## src/rtl/per_cpu_page_free_list_top_macros.svh

```systemverilog
`ifndef PER_CPU_PAGE_FREE_LIST_TOP_MACROS_SVH
`define PER_CPU_PAGE_FREE_LIST_TOP_MACROS_SVH

// same-cycle implication, checked on clk while out of reset
`define PCPFL_ASSERT_NOW(lbl, ante, cons, msg) \
  lbl: assert property (@(posedge clk) disable iff (!rst_n) (ante) |-> (cons)) \
    else $error(msg);

// next-cycle implication
`define PCPFL_ASSERT_NEXT(lbl, ante, cons, msg) \
  lbl: assert property (@(posedge clk) disable iff (!rst_n) (ante) |=> (cons)) \
    else $error(msg);

`endif

```

## src/rtl/pcpfl_pkg.sv

```systemverilog
package pcpfl_pkg;

  localparam int DEF_NUM_REQUESTERS = 8;
  localparam int DEF_PAGE_BYTES     = 4096;
  localparam int DEF_MAX_PAGES      = 32768;

  localparam int          ADDR_BITS = 32;
  localparam logic [31:0] ADDR_MASK = (ADDR_BITS >= 32) ? 32'hFFFF_FFFF
                                      : 32'((64'd1 << ADDR_BITS) - 64'd1);

  localparam logic [1:0] ST_FREED = 2'd0;
  localparam logic [1:0] ST_ALLOC = 2'd1;
  localparam logic [1:0] ST_OOM   = 2'd2;
  localparam logic [1:0] ST_BAD   = 2'd3;

  localparam logic CFG_REGION_START = 1'b0;
  localparam logic CFG_REGION_STOP  = 1'b1;

  typedef struct packed {
    logic rd_en;
    logic wr_en;
    logic wr_valid;
  } head_ctl_t;

endpackage

```

## src/rtl/pcpfl_head_store.sv

```systemverilog
module pcpfl_head_store #(
  parameter int NUM_REQUESTERS = pcpfl_pkg::DEF_NUM_REQUESTERS,
  parameter int SW             = 15,
  parameter int IW             = (NUM_REQUESTERS > 1) ? $clog2(NUM_REQUESTERS) : 1
) (
  input  logic                 clk,
  input  logic                 rst_n,
  input  pcpfl_pkg::head_ctl_t ctl,
  input  logic [IW-1:0]        rd_addr,
  input  logic [IW-1:0]        wr_addr,
  input  logic [SW-1:0]        wr_slot,
  input  logic [IW-1:0]        search_start,
  output logic                 any_valid,
  output logic [IW-1:0]        winner,
  output logic [SW-1:0]        rd_slot,
  output logic                 rd_valid
);
  import pcpfl_pkg::*;

  logic [SW-1:0]             mem [NUM_REQUESTERS];
  logic [NUM_REQUESTERS-1:0] valid_r;

  // round-robin pick: first valid list at or after the start id
  always_comb begin
    logic [7:0] idx;
    any_valid = 1'b0;
    winner    = '0;
    for (int k = 0; k < NUM_REQUESTERS; k++) begin
      idx = 8'(search_start) + 8'(k);
      if (idx >= 8'(NUM_REQUESTERS)) begin
        idx = idx - 8'(NUM_REQUESTERS);
      end
      if (!any_valid && valid_r[idx[IW-1:0]]) begin
        any_valid = 1'b1;
        winner    = idx[IW-1:0];
      end
    end
  end

  always_ff @(posedge clk) begin
    if (ctl.wr_en) begin
      mem[wr_addr] <= wr_slot;
    end
    if (ctl.rd_en) begin
      rd_slot  <= mem[rd_addr];
      rd_valid <= valid_r[rd_addr];
    end
  end

  always_ff @(posedge clk) begin
    if (!rst_n) begin
      valid_r <= '0;
    end else if (ctl.wr_en) begin
      valid_r[wr_addr] <= ctl.wr_valid;
    end
  end

endmodule

```

## config.mk

```make
export PLATFORM = sky130hd
export DESIGN_NAME = pcpfl_head_store
export DESIGN_NICKNAME = d
export VERILOG_FILES = /design/src/rtl/per_cpu_page_free_list_top_macros.svh /design/src/rtl/pcpfl_pkg.sv /design/src/rtl/pcpfl_head_store.sv
export SDC_FILE = /design/constraint.sdc
export NUM_CORES = 1
export LEC_CHECK = 0
export BUFFER_PORTS_ARGS = -buffer_cell sky130_fd_sc_hd__buf_2
export CORE_ASPECT_RATIO = 0.6
export CORE_MARGIN = 2
export CORE_UTILIZATION = 60
export DETAILED_ROUTE_END_ITERATION = 6
export PLACE_DENSITY = 0.85
export SYNTH_ARGS = -nofsm -noshare
export SYNTH_HDL_FRONTEND = slang
export SYNTH_SLANG_ARGS = --single-unit
```

## constraint.sdc

```tcl
create_clock -name clk -period 3.5 [get_ports clk]
set_input_delay 0.175 -clock clk [delete_from_list [all_inputs] [get_ports clk]]
set_output_delay 0.175 -clock clk [all_outputs]
set_load 0.05 [all_outputs]
```

==> metrics.md <==
| Metric | Value |
|---|---|
| Final GP Congestion | `0.915` |
| FF-to-FF End | `rd_slot[11]` |
| Die Width | `137 um` |
| Worst setup EP type | `primary output` |
| Resized cells post-CTS | `0` |
| Detailed Route WL | `13800 um` |
| Core Util, Final | `0.713` |
| Worst Tran Pin Value | `0.831 ns` |
| Fillers | `628` |
| CP delay by family, top | `multiplexers` |
| DRT antenna net count | `0` |
| Most common flop cell mapped by yosys | `edfxtp_1` |
| Worst hold start | `wr_slot[14]` |
| Post-synth net total | `371` |
| I/O Buffers | `48` |
| Cell taking the most area after synthesis | `edfxtp_1` |
| # hold bufs at CTS | `0` |
| DR iter-0 viols | `385` |
| Total Power | `4400 uW` |
| #FFs+latches synth | `144` |
| Avg WL per Cell | `24.9 um` |
| Total CTS buffers | `17` |
| Die Y | `83.9 um` |
| Skew final | `0.0144 ns` |
| Met3 GRT Util | `0.0814` |
| Static Leak | `0.00257 uW` |
| Final min period | `3.05 ns` |
| IO Pins | `49` |
| Number of library cell types mapped by synthesis | `49` |
| RSZ-0062 raised after global routing | `false` |
| FF-to-FF setup slack | `2.07 ns` |
| Pwr dens | `591 mW/mm2` |
| Fmax | `328 MHz` |
| Headroom to the max-slew limit | `0.446` |
| GRT met1 Usage | `0.364` |
| Number of setup violations in the final report | `0` |
| Root Driver | `clkbuf_16` |
| Worst-skew pair later-pin latency | `0.42 ns` |
| Final hold violations | `0` |
| Slowest-stage cell, CP | `mux2i_1` |
| DR vias | `3649` |
| Total GRT Usage | `0.262` |
| Total Nets Final | `431` |
| CP Class | `reg -> out` |
| H-tree level count | `4` |
| Largest cells by area after synthesis | `edfxtp_1 (64%), mux4_2 (15%), mux2_2 (3.2%), dfxtp_1 (2.5%), mux2i_1 (2.2%)` |
| Hold path cells | `1` |
| Buf+Inv Stages, Crit Path | `1` |
| Initial Utilization | `0.610` |
| Final Non-Filler Cells | `553` |
| Slew Viols, Final | `0` |
| CTS sink count | `144` |
| Drt pass-1 iters | `5` |
| R2R cell count | `2` |
| Placed insts | `520` |
| Clock slew at reported path FFs | `0.06 ns` |
| Post-synthesis async set-or-reset flop share | `0` |
| DP HPWL | `8460 um` |
| Vias per Instance | `6.60` |
| CP required | `3.32 ns` |
| Placement Cell Area | `0.00678 mm2` |
| Warning count from the yosys run | `0` |
| Top Usage Layer GRT | `met2` |
| Synth top cells by count | `edfxtp_1 (136), mux4_2 (43), mux2_2 (18)` |
| Total gr overflow | `0` |
| Share of layout cells above drive strength 1 | `0.375` |
| Clock Tree Buf Depth | `2` |
| Critical path cell sequence | `mux2i_1 > mux4_2 > a32o_1 > nand3_1 > or3_1 > o211ai_1 > buf_2` |
| Critical path peak fanout | `8` |
| Core ar. | `0.0105 mm2` |
| CP max stage delay | `0.47 ns` |
| Critical Path Source Type | `flop` |
| Area grow syn2layout | `16.8%` |
| Mapped Cells | `340` |
| Status | `completed` |
| Post-synthesis sequential area ratio | `0.665` |
| Largest net degree at the start of global routing | `33` |
| Synth top area share | `0.640` |
| DRC | `0` |
| Final instance area | `0.00745 mm2` |
| Die Area | `0.0115 mm2` |
| CTS tree | `built` |
| Period utilisation layout | `0.871` |
| Number of synthesized flops with an enable pin | `136` |
| R2R Path Start | `mem[7][11]` |
| Initial antenna violation count | `0` |
| First-pass GRT wire length | `21200 um` |
| Postcts setup bufs | `0` |
| Post-Syn Area | `0.00638 mm2` |
| GR Layer Usage met2 | `0.401` |
| Worst VDD drop | `493 uV` |
| Max cap viols | `0` |
| Most common cell in the netlist | `edfxtp_1` |
| Hold Path Sink | `mem[5][14]` |
| Vias in the first global route | `3731` |
| Arrival time of the worst setup path | `2.87 ns` |
| Avg Cell Area, Syn | `18.8 um2` |
| Hold Path Class | `in -> reg` |
| # rows | `29` |
| TNS Setup | `0 ns` |
## registers in the layout, indices dropped and copies added (netlist names)
register / flops
mem: 120
rd_slot: 15
valid_r: 8
rd_valid: 1
## cells by family (layout without fill, tap and decap cells)
logic type	count (synthesis)	count (layout)	share of synthesized area
compound gates	45	45	0.0490
xor+xnor	2	2	0.00275
fa+ha+maj	2	2	0.00392
buf+inv	24	97	0.0208
flops	144	144	0.665
mux	81	81	0.226
other cells	0	1	0
simple gates	42	42	0.0322
## cell usage in the layout (no fill, tap or decap), drive strengths merged, types with 2 or more instances in the layout
cell and n:
a21boi 7, a21oi 6, buf 59, bufinv 7, clkbuf 18, clkinv 7
dfxtp 8, edfxtp 136, ha 2, inv 6, mux2 19, mux2i 16
mux4 46, nand2 16, nand2b 6, nand3 3, nor2 8, nor2b 2
nor3 3, o211ai 2, o21a 3, o21ai 12, o221ai 3, xor2 2
## metal layers
metal,vias to the layer above,share of wire
li1,1537,-
met1,1832,0.38
met2,252,0.49
met3,28,0.11
met4,0,0.017
met5,-,0
## power breakdown
| group | total [uW] | internal (uW) | switching, uW |
|---|---|---|---|
| sequential | 1980 | 1960 | 20.6 |
| clock | 2050 | 1400 | 657 |
| combinational | 373 | 138 | 236 |
| total | 4400 | 3490 | 914 |
## cell type report
type                    count  area, um2  share of cell area
repair buffers             59        323              0.0433
multi-input cells         172       2010               0.270
inverters                   6       25.0             0.00336
clock inverters            14        243              0.0326
diodes                      1       2.50            0.000336
well taps                 139        174              0.0233
flip-flops and latches    144       4240               0.570
clock buffers              18        429              0.0576
## how the worst max path moves through the flow
stage | from | to | cells after the start
2_1_floorplan | search_start[1] | winner[2] | 10
3_3_place_gp | search_start[0] | winner[1] | 9
3_5_place_dp | search_start[0] | winner[1] | 9
4_1_cts | valid_r[0] | winner[1] | 7
5_1_grt | valid_r[0] | winner[1] | 7
6_report | valid_r[6] | winner[1] | 7
## through the flow
step                setup slack (ns)  hold slack [ns]
floorplan                      0.475            0.274
global placement               0.642            0.440
detailed placement             0.547            0.450
CTS                            0.486           0.0255
global route                   0.298           0.0297
finish                         0.453           0.0317
Note: power is estimated with default switching activity, not from simulation.
